--- src/rtl/rbc_pkg.sv ---
// Shared types and constants of the retry/backoff controller.
// No dependencies; every other file refers to it by scoped names.
package rbc_pkg;

    localparam int STATUS_W   = 10;
    localparam int DELAY_W    = 16;
    localparam int WAIT_W     = 25;
    localparam int COUNT_W    = 8;
    localparam int CFG_IDX_W  = 2;
    localparam int CFG_DATA_W = 8;
    localparam int IN_DATA_W  = 32;
    localparam int OUT_DATA_W = 40;

    localparam int DEF_BASE_DELAY_MS = 100;
    localparam int DEF_MAX_SHIFT     = 12;

    localparam logic [WAIT_W-1:0] LONG_WAIT_MS = WAIT_W'(600000);
    localparam logic [WAIT_W-1:0] WAIT_MAX     = '1;
    localparam logic [9:0]        MS_PER_S     = 10'd1000;

    localparam logic [STATUS_W-1:0] ST_NONE         = 10'd0;
    localparam logic [STATUS_W-1:0] ST_SUCCESS_LO   = 10'd200;
    localparam logic [STATUS_W-1:0] ST_SUCCESS_HI   = 10'd299;
    localparam logic [STATUS_W-1:0] ST_NOT_MODIFIED = 10'd304;
    localparam logic [STATUS_W-1:0] ST_CLIENT_LO    = 10'd400;
    localparam logic [STATUS_W-1:0] ST_REQ_TIMEOUT  = 10'd408;
    localparam logic [STATUS_W-1:0] ST_SERVER_LO    = 10'd500;
    localparam logic [STATUS_W-1:0] ST_NOT_IMPL     = 10'd501;
    localparam logic [STATUS_W-1:0] ST_BAD_VERSION  = 10'd505;

    localparam logic [CFG_IDX_W-1:0] REG_MAX_RETRIES        = 2'd0;
    localparam logic [CFG_IDX_W-1:0] REG_FALLBACK_THRESHOLD = 2'd1;

    localparam logic [CFG_DATA_W-1:0] MAX_RETRIES_RST        = 8'd5;
    localparam logic [CFG_DATA_W-1:0] FALLBACK_THRESHOLD_RST = 8'd4;

    typedef enum logic [1:0] {
        ACT_RETRY      = 2'd0,
        ACT_DONE_OK    = 2'd1,
        ACT_DONE_FATAL = 2'd2,
        ACT_EXHAUSTED  = 2'd3
    } action_t;

    typedef struct packed {
        logic [COUNT_W-1:0] attempt_count;
        logic [COUNT_W-1:0] link_error_count;
        logic               proxy_bypassed;
    } state_t;

    typedef struct packed {
        logic [COUNT_W-1:0] attempts_used;
        logic               keep_direct;
        logic               restore_proxy;
        logic               bypass_proxy;
        logic [WAIT_W-1:0]  wait_ms;
        action_t            action;
    } result_t;

endpackage

--- src/rtl/rbc_decide.sv ---
// Per-beat decision logic: classify the status, pick the wait, update the state.
// Depends on rbc_pkg.
module rbc_decide #(
    parameter int BASE_DELAY_MS = rbc_pkg::DEF_BASE_DELAY_MS,
    parameter int MAX_SHIFT     = rbc_pkg::DEF_MAX_SHIFT
) (
    input  logic [rbc_pkg::STATUS_W-1:0]   status,
    input  logic                           transport_error,
    input  logic [rbc_pkg::DELAY_W-1:0]    retry_after_s,
    input  logic [rbc_pkg::CFG_DATA_W-1:0] max_retries,
    input  logic [rbc_pkg::CFG_DATA_W-1:0] fallback_threshold,
    input  rbc_pkg::state_t                st,
    output rbc_pkg::state_t                st_next,
    output rbc_pkg::result_t               res
);

    localparam int BASE_W  = $clog2(BASE_DELAY_MS + 1);
    localparam int SHIFT_W = $clog2(MAX_SHIFT + 1);
    localparam int PROD_W  = BASE_W + MAX_SHIFT;
    localparam int EXT_W   = (PROD_W > rbc_pkg::WAIT_W) ? PROD_W : rbc_pkg::WAIT_W;

    logic [rbc_pkg::COUNT_W-1:0] link_inc;
    logic                        success;
    logic                        retryable;
    logic [EXT_W-1:0]            shifted;
    logic [rbc_pkg::WAIT_W-1:0]  backoff;
    logic                        bypass_now;

    always_comb
    begin
        link_inc = (transport_error && st.link_error_count != '1)
                 ? st.link_error_count + 1'b1 : st.link_error_count;

        success   = status >= rbc_pkg::ST_SUCCESS_LO
                 && status <= rbc_pkg::ST_SUCCESS_HI;
        retryable = status == rbc_pkg::ST_NONE
                 || (status < rbc_pkg::ST_CLIENT_LO
                     && status != rbc_pkg::ST_NOT_MODIFIED)
                 || status == rbc_pkg::ST_REQ_TIMEOUT
                 || (status >= rbc_pkg::ST_SERVER_LO
                     && status != rbc_pkg::ST_NOT_IMPL
                     && status != rbc_pkg::ST_BAD_VERSION);

        shifted = EXT_W'(BASE_DELAY_MS) << st.attempt_count[SHIFT_W-1:0];
        if (st.attempt_count > rbc_pkg::COUNT_W'(MAX_SHIFT))
        begin
            backoff = rbc_pkg::LONG_WAIT_MS;
        end
        else if (shifted > EXT_W'(rbc_pkg::WAIT_MAX))
        begin
            backoff = rbc_pkg::WAIT_MAX;
        end
        else
        begin
            backoff = shifted[rbc_pkg::WAIT_W-1:0];
        end

        bypass_now = fallback_threshold != '0 && link_inc > fallback_threshold;

        res                = '0;
        res.attempts_used  = st.attempt_count;
        st_next            = '0;

        priority if (success)
        begin
            res.action      = rbc_pkg::ACT_DONE_OK;
            res.keep_direct = st.proxy_bypassed;
        end
        else if (!retryable)
        begin
            res.action        = rbc_pkg::ACT_DONE_FATAL;
            res.restore_proxy = st.proxy_bypassed;
        end
        else if (st.attempt_count >= max_retries)
        begin
            res.action        = rbc_pkg::ACT_EXHAUSTED;
            res.restore_proxy = st.proxy_bypassed;
        end
        else
        begin
            res.action               = rbc_pkg::ACT_RETRY;
            st_next.link_error_count = link_inc;
            st_next.attempt_count    = st.attempt_count;
            st_next.proxy_bypassed   = st.proxy_bypassed | bypass_now;
            priority if (retry_after_s[rbc_pkg::DELAY_W-1])
            begin
                res.wait_ms = '0;
            end
            else if (retry_after_s != '0)
            begin
                res.wait_ms = rbc_pkg::WAIT_W'(retry_after_s[rbc_pkg::DELAY_W-2:0])
                            * rbc_pkg::WAIT_W'(rbc_pkg::MS_PER_S);
            end
            else
            begin
                res.wait_ms = backoff;
                if (st.attempt_count != '1)
                begin
                    st_next.attempt_count = st.attempt_count + 1'b1;
                end
            end
            res.bypass_proxy  = st_next.proxy_bypassed;
            res.attempts_used = st_next.attempt_count;
        end
    end

endmodule

--- src/rtl/retry_backoff_controller.sv ---
// Retry/backoff controller top level: configuration registers, state and output queue.
// Depends on rbc_pkg and rbc_decide.
//
// One attempt outcome is taken per clock cycle while s_axis_tready is high; its
// result is registered into the output queue as the beat is accepted. Throughput is
// one beat per cycle while the queue has room, set by the combinational decision
// logic that updates the attempt, transport-error and bypass state as each beat is
// accepted. Results go into a two-entry output queue, so the slave side keeps
// accepting while one result waits; s_axis_tready drops only when two results are
// waiting. Configuration writes are accepted every cycle and should be issued only
// while no beat is in flight.
module retry_backoff_controller #(
    parameter int BASE_DELAY_MS = rbc_pkg::DEF_BASE_DELAY_MS,
    parameter int MAX_SHIFT     = rbc_pkg::DEF_MAX_SHIFT
) (
    input  logic                           clk,
    input  logic                           rst_n,
    input  logic                           s_axis_tvalid,
    output logic                           s_axis_tready,
    // [9:0] status, [10] transport_error, [26:11] retry_after_s, [31:27] zero
    input  logic [rbc_pkg::IN_DATA_W-1:0]  s_axis_tdata,
    output logic                           m_axis_tvalid,
    input  logic                           m_axis_tready,
    // [1:0] action, [26:2] wait_ms, [27] bypass_proxy, [28] restore_proxy,
    // [29] keep_direct, [37:30] attempts_used, [39:38] zero
    output logic [rbc_pkg::OUT_DATA_W-1:0] m_axis_tdata,
    input  logic                           cfg_valid,
    output logic                           cfg_ready,
    input  logic [rbc_pkg::CFG_IDX_W-1:0]  cfg_index,
    input  logic [rbc_pkg::CFG_DATA_W-1:0] cfg_data
);

    localparam int RES_W = $bits(rbc_pkg::result_t);

    logic [rbc_pkg::CFG_DATA_W-1:0] max_retries_reg;
    logic [rbc_pkg::CFG_DATA_W-1:0] fallback_threshold_reg;
    rbc_pkg::state_t                state_reg;
    rbc_pkg::state_t                state_next;
    rbc_pkg::result_t               res;
    rbc_pkg::result_t               head_reg;
    rbc_pkg::result_t               head_next;
    rbc_pkg::result_t               tail_reg;
    rbc_pkg::result_t               tail_next;
    logic [1:0]                     count_reg;
    logic [1:0]                     count_next;
    logic                           push;
    logic                           pop;

    rbc_decide #(
        .BASE_DELAY_MS (BASE_DELAY_MS),
        .MAX_SHIFT     (MAX_SHIFT)
    ) u_decide (
        .status             (s_axis_tdata[9:0]),
        .transport_error    (s_axis_tdata[10]),
        .retry_after_s      (s_axis_tdata[26:11]),
        .max_retries        (max_retries_reg),
        .fallback_threshold (fallback_threshold_reg),
        .st                 (state_reg),
        .st_next            (state_next),
        .res                (res)
    );

    assign cfg_ready     = 1'b1;
    assign s_axis_tready = count_reg != 2'd2;
    assign m_axis_tvalid = count_reg != 2'd0;
    assign m_axis_tdata  = {(rbc_pkg::OUT_DATA_W - RES_W)'(0), head_reg};
    assign push          = s_axis_tvalid && s_axis_tready;
    assign pop           = m_axis_tvalid && m_axis_tready;

    always_comb
    begin
        head_next  = head_reg;
        tail_next  = tail_reg;
        count_next = count_reg;
        if (pop)
        begin
            head_next = tail_reg;
        end
        if (push)
        begin
            if (count_reg == 2'd0 || (count_reg == 2'd1 && pop))
            begin
                head_next = res;
            end
            else
            begin
                tail_next = res;
            end
        end
        if (push && !pop)
        begin
            count_next = count_reg + 2'd1;
        end
        else if (pop && !push)
        begin
            count_next = count_reg - 2'd1;
        end
    end

    always_ff @(posedge clk or negedge rst_n)
    begin
        if (!rst_n)
        begin
            max_retries_reg        <= rbc_pkg::MAX_RETRIES_RST;
            fallback_threshold_reg <= rbc_pkg::FALLBACK_THRESHOLD_RST;
            state_reg              <= '0;
            count_reg              <= 2'd0;
        end
        else
        begin
            if (cfg_valid && cfg_ready)
            begin
                unique case (cfg_index)
                    rbc_pkg::REG_MAX_RETRIES:        max_retries_reg <= cfg_data;
                    rbc_pkg::REG_FALLBACK_THRESHOLD: fallback_threshold_reg <= cfg_data;
                    default:                         ;
                endcase
            end
            if (push)
            begin
                state_reg <= state_next;
            end
            count_reg <= count_next;
        end
    end

    always_ff @(posedge clk)
    begin
        head_reg <= head_next;
        tail_reg <= tail_next;
    end

endmodule

--- config.mk ---
export PLATFORM = sky130hd
export DESIGN_NAME = retry_backoff_controller
export DESIGN_NICKNAME = d
export VERILOG_FILES = /design/src/rtl/rbc_pkg.sv /design/src/rtl/rbc_decide.sv /design/src/rtl/retry_backoff_controller.sv
export SDC_FILE = /design/constraint.sdc
export NUM_CORES = 1
export LEC_CHECK = 0
export BUFFER_PORTS_ARGS = -buffer_cell sky130_fd_sc_hd__buf_2
export CORE_UTILIZATION = 55
export CTS_CLUSTER_DIAMETER = 150
export CTS_CLUSTER_SIZE = 10
export DETAILED_ROUTE_END_ITERATION = 6
export PLACE_DENSITY = 0.83
export SYNTH_ARGS = -nofsm -noshare
export SYNTH_HDL_FRONTEND = slang
export SYNTH_HIERARCHICAL = 1
export SYNTH_SLANG_ARGS = --single-unit
--- constraint.sdc ---
create_clock -name clk -period 8.8 [get_ports clk]
set_input_delay 0.88 -clock clk [delete_from_list [all_inputs] [get_ports clk]]
set_output_delay 0.88 -clock clk [all_outputs]
set_load 0.005 [all_outputs]
==> out/results.txt, run 1 <==
status: complete, no violations
share of layout cells above drive strength 1: 22.20%
setup TNS: 0 ns
Levels on crit path: 14
Synth top cells by count: inv_1 (103), nand2_1 (88), ha_1 (82)
core area: 16000 um^2
Total Wirelength: 18760 um
Pre-Repair DR Iteration Count: 5
M2 GR Usage: 38.58%
dpl cell area: 9565 um^2
Cell variety after synth: 65
Num Clock Sinks: 111
Antenna Cells: 0
Initial Utilization: 56.62%
via count: 6481
FF-to-FF path depth: 8
Root Buffer: clkbuf_16
CTS Buf Count: 9
met1 Resource Use GR: 32.00%
CP top delay family: adder cells
Worst Tran Pin Value: 1.060 ns
M3 GR Usage: 3.362%
hold path depth: 1
fin. max-slew vios: 0
area leader, netlist: edfxtp_1
Top-Level Pins: 90
fmax: 184.7 MHz
Tot Pwr: 3.023 mW
Syn Area/Cell: 10.33 um^2
ys flop type: edfxtp_1
arrival time at the worst endpoint: 5.71 ns
Post-synth ARST share: 31.53%
DRT iter0 DRCs: 506
Layout Cells excl Fill: 1162
post-synthesis mux area share: 15.66%
vias in the first global route: 6332
HPWL Detailed: 14220 um
data required time of the worst path: 9.10 ns
cts repair resizes: 0
RSZ-0062 raised after global routing: no
Fin Clk Skew: 0.009998 ns
Final period util: 61.54%
Cell Area, Synth: 9059 um^2
utilization after layout: 61.53%
area delta synth->final: 8.688%
Worst VDD drop: 0.1547 mV
crit path kind: input port to register
vias per inst: 5.577
grt total ovfl: 0
antenna violations before repair: 0
IO buf count: 81
slowest CP cell: a2111oi_0
Ys Warns: 6
compound-cell area share of the yosys netlist: 8.425%
top cells by area, synth: edfxtp_1 (13%), ha_1 (11%), fa_1 (11%)
Synth top area share: 12.60%
Crit path largest cell delay: 0.91 ns
nets@finish: 1120
maxcap violations: 0
Synth Area in XOR/XNOR: 1.934%
ratio of total power to cell area: 307.0 nW/um^2
GRT Total Usage: 23.39%
mean routed wirelength per cell: 16.14 um
Setup Fix Bufs, Post-CTS: 0
fin crit period: 5.415 ns
Placed Cells: 1146
CTS tree: yes
Remaining DRCs: 0
Pleak: 4.783 nW
sequential cell area fraction in the yosys report: 30.70%
Critical Path Fanout Max: 7
largest net degree at the start of global routing: 43
EDFF count, synth: 38
CP Cell Sequence: buf_2, inv_1, fa_1, fa_1, fa_1, fa_1, inv_1, ha_1, a21oi_1, nand2b_1, o21a_1, xnor2_1, a2111oi_0, mux2_4
adder-cell share of the synthesized area: 22.49%
largest family of logic cells by synthesized area: adder cells
Tightest Hold Check Type: register to register
Die W: 130.3 um
cell mode on critical path: fa_1
CTS max path bufs: 2
Setup-failing EPs final: 0
crit path buf inv count: 3
first-pass GRT wire length: 30960 um
crit start category: input port
Setup crit end kind: register
most numerous cell in the Yosys netlist: inv_1
simple-gate share of the synthesized area: 14.01%
Final Hold Vio Count: 0
Post-Layout Inst Area: 9846 um^2
Mapped Cells: 877
H-tree Lvls: 3
Die ar.: 16990 um^2
die extent in y: 130.3 um
Placer Congestion: 0.8735
# rows: 46
worst-skew pair later-pin latency: 0.36 ns
GRT busiest layer: met2
CTS Hold Bufs: 0
flops & latches, synth: 111
Final ANT Viol Nets: 0
CTS clock-pin slew for the worst setup and hold paths: 0.07 ns
max_slew headroom: 29.16%
-- cell families (layout without fill, tap and decap cells) --
group,count (synthesis),after routing
simple gates,249,249
xor+xnor,20,20
compound gates,119,119
flops,111,111
mux,105,105
buf+inv,137,204
fa+ha+maj,133,133
other cells,3,5
-- final cells by class --
cell class,count,area (um^2)
Fill cell,1311,6155
Multi-Input combinational cell,631,5692
Sequential cell,111,2781
Timing Repair Buffer,85,435.4
Inverter,103,386.6
Tap cell,216,270.3
Clock buffer,10,229.0
Clock inverter,6,51.30
-- cell usage in the layout (no fill, tap or decap), drive strengths merged, types with 10 or more instances in the layout --
cell,instances
clkbuf,10
o21ai,16
mux2,96
xnor2,14
buf,85
fa,50
dfxtp,38
a21oi,38
edfxtp,38
a21o,11
nor2,41
nand2b,11
inv,107
a31oi,10
ha,82
dfrtp,32
nand2,88
nor3,23
nand3,14
nor2b,15
-- power breakdown --
group | leakage (nW) | total, mW | switching, mW | internal, mW
clock network | 0.134 | 0.389 | 0.192 | 0.197
registers | 1.13 | 0.837 | 0.0905 | 0.746
logic | 3.52 | 1.80 | 0.918 | 0.879
-- per-layer routing --
metal / share of wire [%] / up-vias / wire, um
met2: 47 / 199 / 8852
met3: 4.7 / 21 / 880
met5: 0 / - / 0
met1: 47 / 3113 / 8732
li1: - / 3148 / -
met4: 1.6 / 0 / 292
-- stage by stage --
stage          hold slack (ns)  worst slack [ns]
6_report                0.5096             3.385
5_1_grt                 0.5308             3.321
4_1_cts                 0.5139             3.542
3_5_place_dp            0.4974             3.228
3_3_place_gp            0.4936             3.316
2_1_floorplan           0.4724             3.793
-- final timing paths --
path,endpoint,from,slack (ns)
worst max-delay path,m_axis_tdata[18],s_axis_tdata[16],3.38
worst min-delay path,max_retries_reg[7],max_retries_reg[7],0.51
worst max register to register,m_axis_tdata[18],state_reg[11],4.86
worst min register to register,max_retries_reg[7],max_retries_reg[7],0.51
max in group asynchronous,count_reg[0],rst_n,7.72
min in group asynchronous,fallback_threshold_reg[7],rst_n,0.59
(Power assumes the default switching activity.)
==> run 2, diff against run 1 <==
==> constraint.sdc (replaced) <==
create_clock -name clk -period 5.26 [get_ports clk]
set_input_delay 0.526 -clock clk [delete_from_list [all_inputs] [get_ports clk]]
set_output_delay 0.526 -clock clk [all_outputs]
set_load 0.005 [all_outputs]
==> run 2 against run 1 <==
First-iteration DRC count shrank 17%. Critical path depth grew 1. Final area grew 0.28%. Count of clock-buffer cells in the layout shrank 1. Via count grew 0.76%. Register-to-register slack lost 3.2 ns. Clock power grew 70%. Non-clock buffer count grew 3. Sequential share of layout area shrank 0.079 points. Sequential power grew 66%. Die area is the same. Setup slack lost 2.9 ns. Largest cell class unchanged.
==> out/results.txt, run 2 (synthesized netlist as in run 1, its figures left out) <==
status: complete, no violations
CTS Hold Bufs: 0
IO buf count: 81
crit path buf inv count: 3
Tightest Hold Check Type: input port to asynchronous set/reset pin
switching share of power: 39.43%
nets@finish: 1123
DRT iter0 DRCs: 421
Placer Congestion: 0.8991
cts repair resizes: 0
Top-Level Pins: 90
Tot Pwr: 5.062 mW
Logic pwr share: 59.5%
Worst Tran Pin Value: 1.102 ns
R2R Setup Slk: 1.67 ns
Antenna Cells: 0
Critical Path Fanout Max: 6
vias per inst: 5.605
GRT Total Usage: 22.41%
maxcap violations: 0
Crit path largest cell delay: 0.57 ns
utilization after layout: 61.71%
mean routed wirelength per cell: 15.75 um
CP top delay family: adder cells
Hold WS: 0.2425 ns
CP Cell Sequence: buf_2, inv_1, fa_1, fa_1, fa_1, fa_1, inv_1, ha_1, a21o_1, a31oi_1, a21oi_1, o21a_1, or4_1, a31oi_1, mux2_4
Num Clock Sinks: 111
Pleak: 4.806 nW
CTS max path bufs: 2
worst-skew pair later-pin latency: 0.35 ns
grt total ovfl: 0
Die ar.: 16990 um^2
vias in the first global route: 6235
cell mode on critical path: fa_1
largest net degree at the start of global routing: 43
fmax: 207.6 MHz
setup TNS: 0 ns
Remaining DRCs: 0
Setup-failing EPs final: 0
RSZ-0062 raised after global routing: no
antenna violations before repair: 0
core area: 16000 um^2
slowest CP cell: fa_1
crit path kind: input port to register
Psw: 1.996 mW
RR Endpoint: m_axis_tdata[18]
commonest non-fill, non-tap cell in the layout: inv_1
Reg power frac: 27.5%
CTS clock-pin slew for the worst setup and hold paths: 0.07 ns
Fin Clk Skew: 0.006933 ns
Total Wirelength: 18350 um
Setup Fix Bufs, Post-CTS: 0
CTS Buf Count: 9
area delta synth->final: 8.992%
Pre-Repair DR Iteration Count: 4
Initial Utilization: 56.62%
commonest cells after routing, fill and taps aside: inv_1 (103), nand2_1 (87), ha_1 (82)
CTS tree: yes
data required time of the worst path: 5.56 ns
Post-Layout Inst Area: 9873 um^2
fin. max-slew vios: 0
H-tree Lvls: 3
max_slew headroom: 26.39%
Final period util: 91.60%
Worst VDD drop: 0.2397 mV
share of layout cells above drive strength 1: 22.55%
dpl cell area: 9588 um^2
arrival time at the worst endpoint: 5.12 ns
HPWL Detailed: 13890 um
ratio of total power to cell area: 512.7 nW/um^2
Setup crit end kind: register
die extent in y: 130.3 um
Final ANT Viol Nets: 0
Die W: 130.3 um
internal power: 3.066 mW
Root Buffer: clkbuf_16
Final Hold Vio Count: 0
fin crit period: 4.818 ns
# rows: 46
Worst R2R Start: state_reg[11]
via count: 6530
crit start category: input port
first-pass GRT wire length: 29830 um
clock network power share: 13.0%
FF-to-FF path depth: 8
run 2: area by class of cell:
type | instances | area, um^2
Clock inverter | 7 | 60.06
Tap cell | 216 | 270.3
Fill cell | 1288 | 6127
Multi-Input combinational cell | 631 | 5692
Inverter | 103 | 386.6
Clock buffer | 9 | 225.2
Sequential cell | 111 | 2781
Timing Repair Buffer | 88 | 457.9
run 2: worst register-to-register path: stages, from the launching register on:
cell and delay [ns]:
dfrtp_1 0.80, ha_1 0.38, a21oi_1 0.13, o21ai_0 0.10
a21oi_1 0.34, nor4bb_1 0.36, nand2_1 0.49, a2111oi_0 0.69
mux2_4 0.26
run 2: power by group through the flow:
| stage | clock network, mW | registers, mW | logic, mW |
|---|---|---|---|
| floorplan | 0 | 1.39 | 2.31 |
| global route | 0.706 | 1.42 | 3.33 |
| detailed placement | 0 | 1.41 | 2.95 |
| finish | 0.660 | 1.39 | 3.01 |
| global placement | 0 | 1.39 | 2.88 |
| CTS | 0.676 | 1.39 | 2.99 |
run 2: worst max path at each step:
stage	start	end	slack [ns]	cells after the start
3_5_place_dp	s_axis_tdata[20]	m_axis_tdata[24]	0.13	17
4_1_cts	s_axis_tdata[20]	m_axis_tdata[24]	0.50	17
5_1_grt	s_axis_tdata[14]	m_axis_tdata[19]	0.23	15
3_3_place_gp	s_axis_tdata[12]	m_axis_tdata[23]	0.20	15
2_1_floorplan	s_axis_tdata[21]	m_axis_tdata[24]	0.61	16
6_report	s_axis_tdata[12]	m_axis_tdata[23]	0.44	15
run 2: metal layers:
layer,global-route usage (%),part of all wire [%]
met1,30.60,46
met2,36.58,46
met3,3.321,5.0
met4,7.437,2.3
met5,0,0
run 2: per-stage QoR:
step           setup WS (ns)  instances
2_1_floorplan         0.6068        879
3_3_place_gp          0.2047       1149
3_5_place_dp          0.1278       1149
4_1_cts               0.4985       1165
5_1_grt               0.2350       1165
6_report              0.4421       1165
==> run 3, diff against run 2 <==
--- a/config.mk
+++ b/config.mk
@@ -8,7 +8,6 @@
 export BUFFER_PORTS_ARGS = -buffer_cell sky130_fd_sc_hd__buf_2
 export CORE_UTILIZATION = 55
 export CTS_CLUSTER_DIAMETER = 150
-export CTS_CLUSTER_SIZE = 10
 export DETAILED_ROUTE_END_ITERATION = 6
 export PLACE_DENSITY = 0.83
 export SYNTH_ARGS = -nofsm -noshare
==> constraint.sdc (replaced) <==
create_clock -name clk -period 5.2 [get_ports clk]
set_input_delay 0.52 -clock clk [delete_from_list [all_inputs] [get_ports clk]]
set_output_delay 0.52 -clock clk [all_outputs]
set_load 0.005 [all_outputs]
==> run 3 against run 2 <==
Register-to-register slack improved by 0.03 ns. Setup slack got worse by 0.0049 ns. Via count up 0.43%. Wire length rose by 0.64%. Critical endpoint unchanged.
==> out/results.txt, run 3 (synthesized netlist as in run 1, its figures left out) <==
grt total ovfl: 0
R2R Setup Slk: 1.70 ns
first-pass GRT wire length: 29590 um
crit start category: input port
Worst R2R Start: state_reg[11]
fin. max-slew vios: 0
Psw: 2.019 mW
setup TNS: 0 ns
via count: 6558
commonest cells after routing, fill and taps aside: inv_1 (103), nand2_1 (87), ha_1 (82)
CTS Buf Count: 9
antenna violations before repair: 0
cts repair resizes: 0
worst-skew pair later-pin latency: 0.36 ns
Pleak: 4.831 nW
switching share of power: 38.58%
clock network power share: 14.2%
Reg power frac: 27.0%
HPWL Detailed: 14060 um
Layout Cells excl Fill: 1168
vias in the first global route: 6169
Logic pwr share: 58.8%
RR Endpoint: m_axis_tdata[18]
Top-Level Pins: 90
Post-Layout Inst Area: 9933 um^2
Total Wirelength: 18470 um
GRT Total Usage: 22.51%
dpl ws: 0.1162 ns
Num Clock Sinks: 111
commonest non-fill, non-tap cell in the layout: inv_1
Setup-failing EPs final: 0
CTS max path bufs: 2
Final Hold Vio Count: 0
# rows: 46
DRT iter0 DRCs: 492
Final period util: 91.59%
Antenna Cells: 0
Fin Clk Skew: 0.01011 ns
crit path to: m_axis_tdata[23]
Die ar.: 16990 um^2
Critical Path Fanout Max: 6
CTS clock-pin slew for the worst setup and hold paths: 0.07 ns
nets@finish: 1126
CTS Hold Bufs: 0
Placed Cells: 1152
Root Buffer: clkbuf_16
RSZ-0062 raised after global routing: no
die extent in y: 130.3 um
Final WS setup: 0.4371 ns
fmax: 210.0 MHz
Worst Tran Pin Value: 1.088 ns
area delta synth->final: 9.655%
Die W: 130.3 um
arrival time at the worst endpoint: 5.07 ns
core area: 16000 um^2
Initial Utilization: 56.62%
largest net degree at the start of global routing: 43
H-tree Lvls: 3
share of layout cells above drive strength 1: 22.69%
Placer Congestion: 0.8989
Pre-Repair DR Iteration Count: 5
ratio of total power to cell area: 527.0 nW/um^2
max_slew headroom: 27.33%
maxcap violations: 0
data required time of the worst path: 5.51 ns
vias per inst: 5.615
Worst VDD drop: 0.2476 mV
Setup crit end kind: register
Setup Fix Bufs, Post-CTS: 0
mean routed wirelength per cell: 15.81 um
FF-to-FF path depth: 8
CTS tree: yes
Tightest Hold Check Type: input port to asynchronous set/reset pin
Hold WS: 0.2210 ns
fin crit period: 4.763 ns
crit path kind: input port to register
utilization after layout: 62.08%
dpl cell area: 9610 um^2
Final ANT Viol Nets: 0
Remaining DRCs: 0
Crit. Startpoint: s_axis_tdata[14]
IO buf count: 81
internal power: 3.215 mW
Tot Pwr: 5.234 mW
status: complete, no violations
-- run 3: cell count changes in the layout (fill, tap and decap cells not counted), sizes merged --
cell      previous run  this run
buf                 88        91
inv                108       104
clkinvlp             0         1
bufinv               0         2
clkbuf               9        10
-- run 3: how the worst min path moves through the flow --
stage,start,end,slack (ns)
finish,rst_n,fallback_threshold_reg[7],0.22
CTS,rst_n,fallback_threshold_reg[7],0.26
global route,rst_n,fallback_threshold_reg[7],0.28
detailed placement,max_retries_reg[4],max_retries_reg[4],0.50
global placement,max_retries_reg[5],max_retries_reg[5],0.49
floorplan,rst_n,count_reg[0],0.22
-- run 3: routing by layer --
layer  GRT usage (%)  wire length (um)  vias to the layer above
met5               0                 0                        -
met1           30.03              8483                     3182
met2           37.39              8772                      193
met3           3.895               889                       23
met4           6.897               322                        0
li1                -                 -                     3160
-- run 3: power groups by stage --
stage                     Sequential (mW)  Clock (mW)  Combinational [mW]
after global placement               1.40           0                2.94
after floorplan                      1.41           0                2.34
after global routing                 1.44       0.791                3.41
after CTS                            1.41       0.758                3.06
after detailed placement             1.43           0                3.02
final                                1.41       0.744                3.08
-- run 3: critical path, stage by stage --
cell	delay, ns
buf_2	0.13
inv_1	0.18
fa_1	0.48
fa_1	0.55
fa_1	0.44
fa_1	0.51
inv_1	0.04
ha_1	0.35
a21o_1	0.21
a31oi_1	0.20
a21oi_1	0.20
o21a_1	0.25
or4_1	0.47
a31oi_1	0.30
mux2_4	0.21
-- run 3: area by class of cell --
class | instances | area (um^2)
flip-flops and latches | 111 | 2781
fillers | 1283 | 6067
multi-input cells | 631 | 5692
clock buffers | 10 | 229.0
inverters | 103 | 386.6
repair buffers | 91 | 480.5
well taps | 216 | 270.3
clock inverters | 6 | 93.84
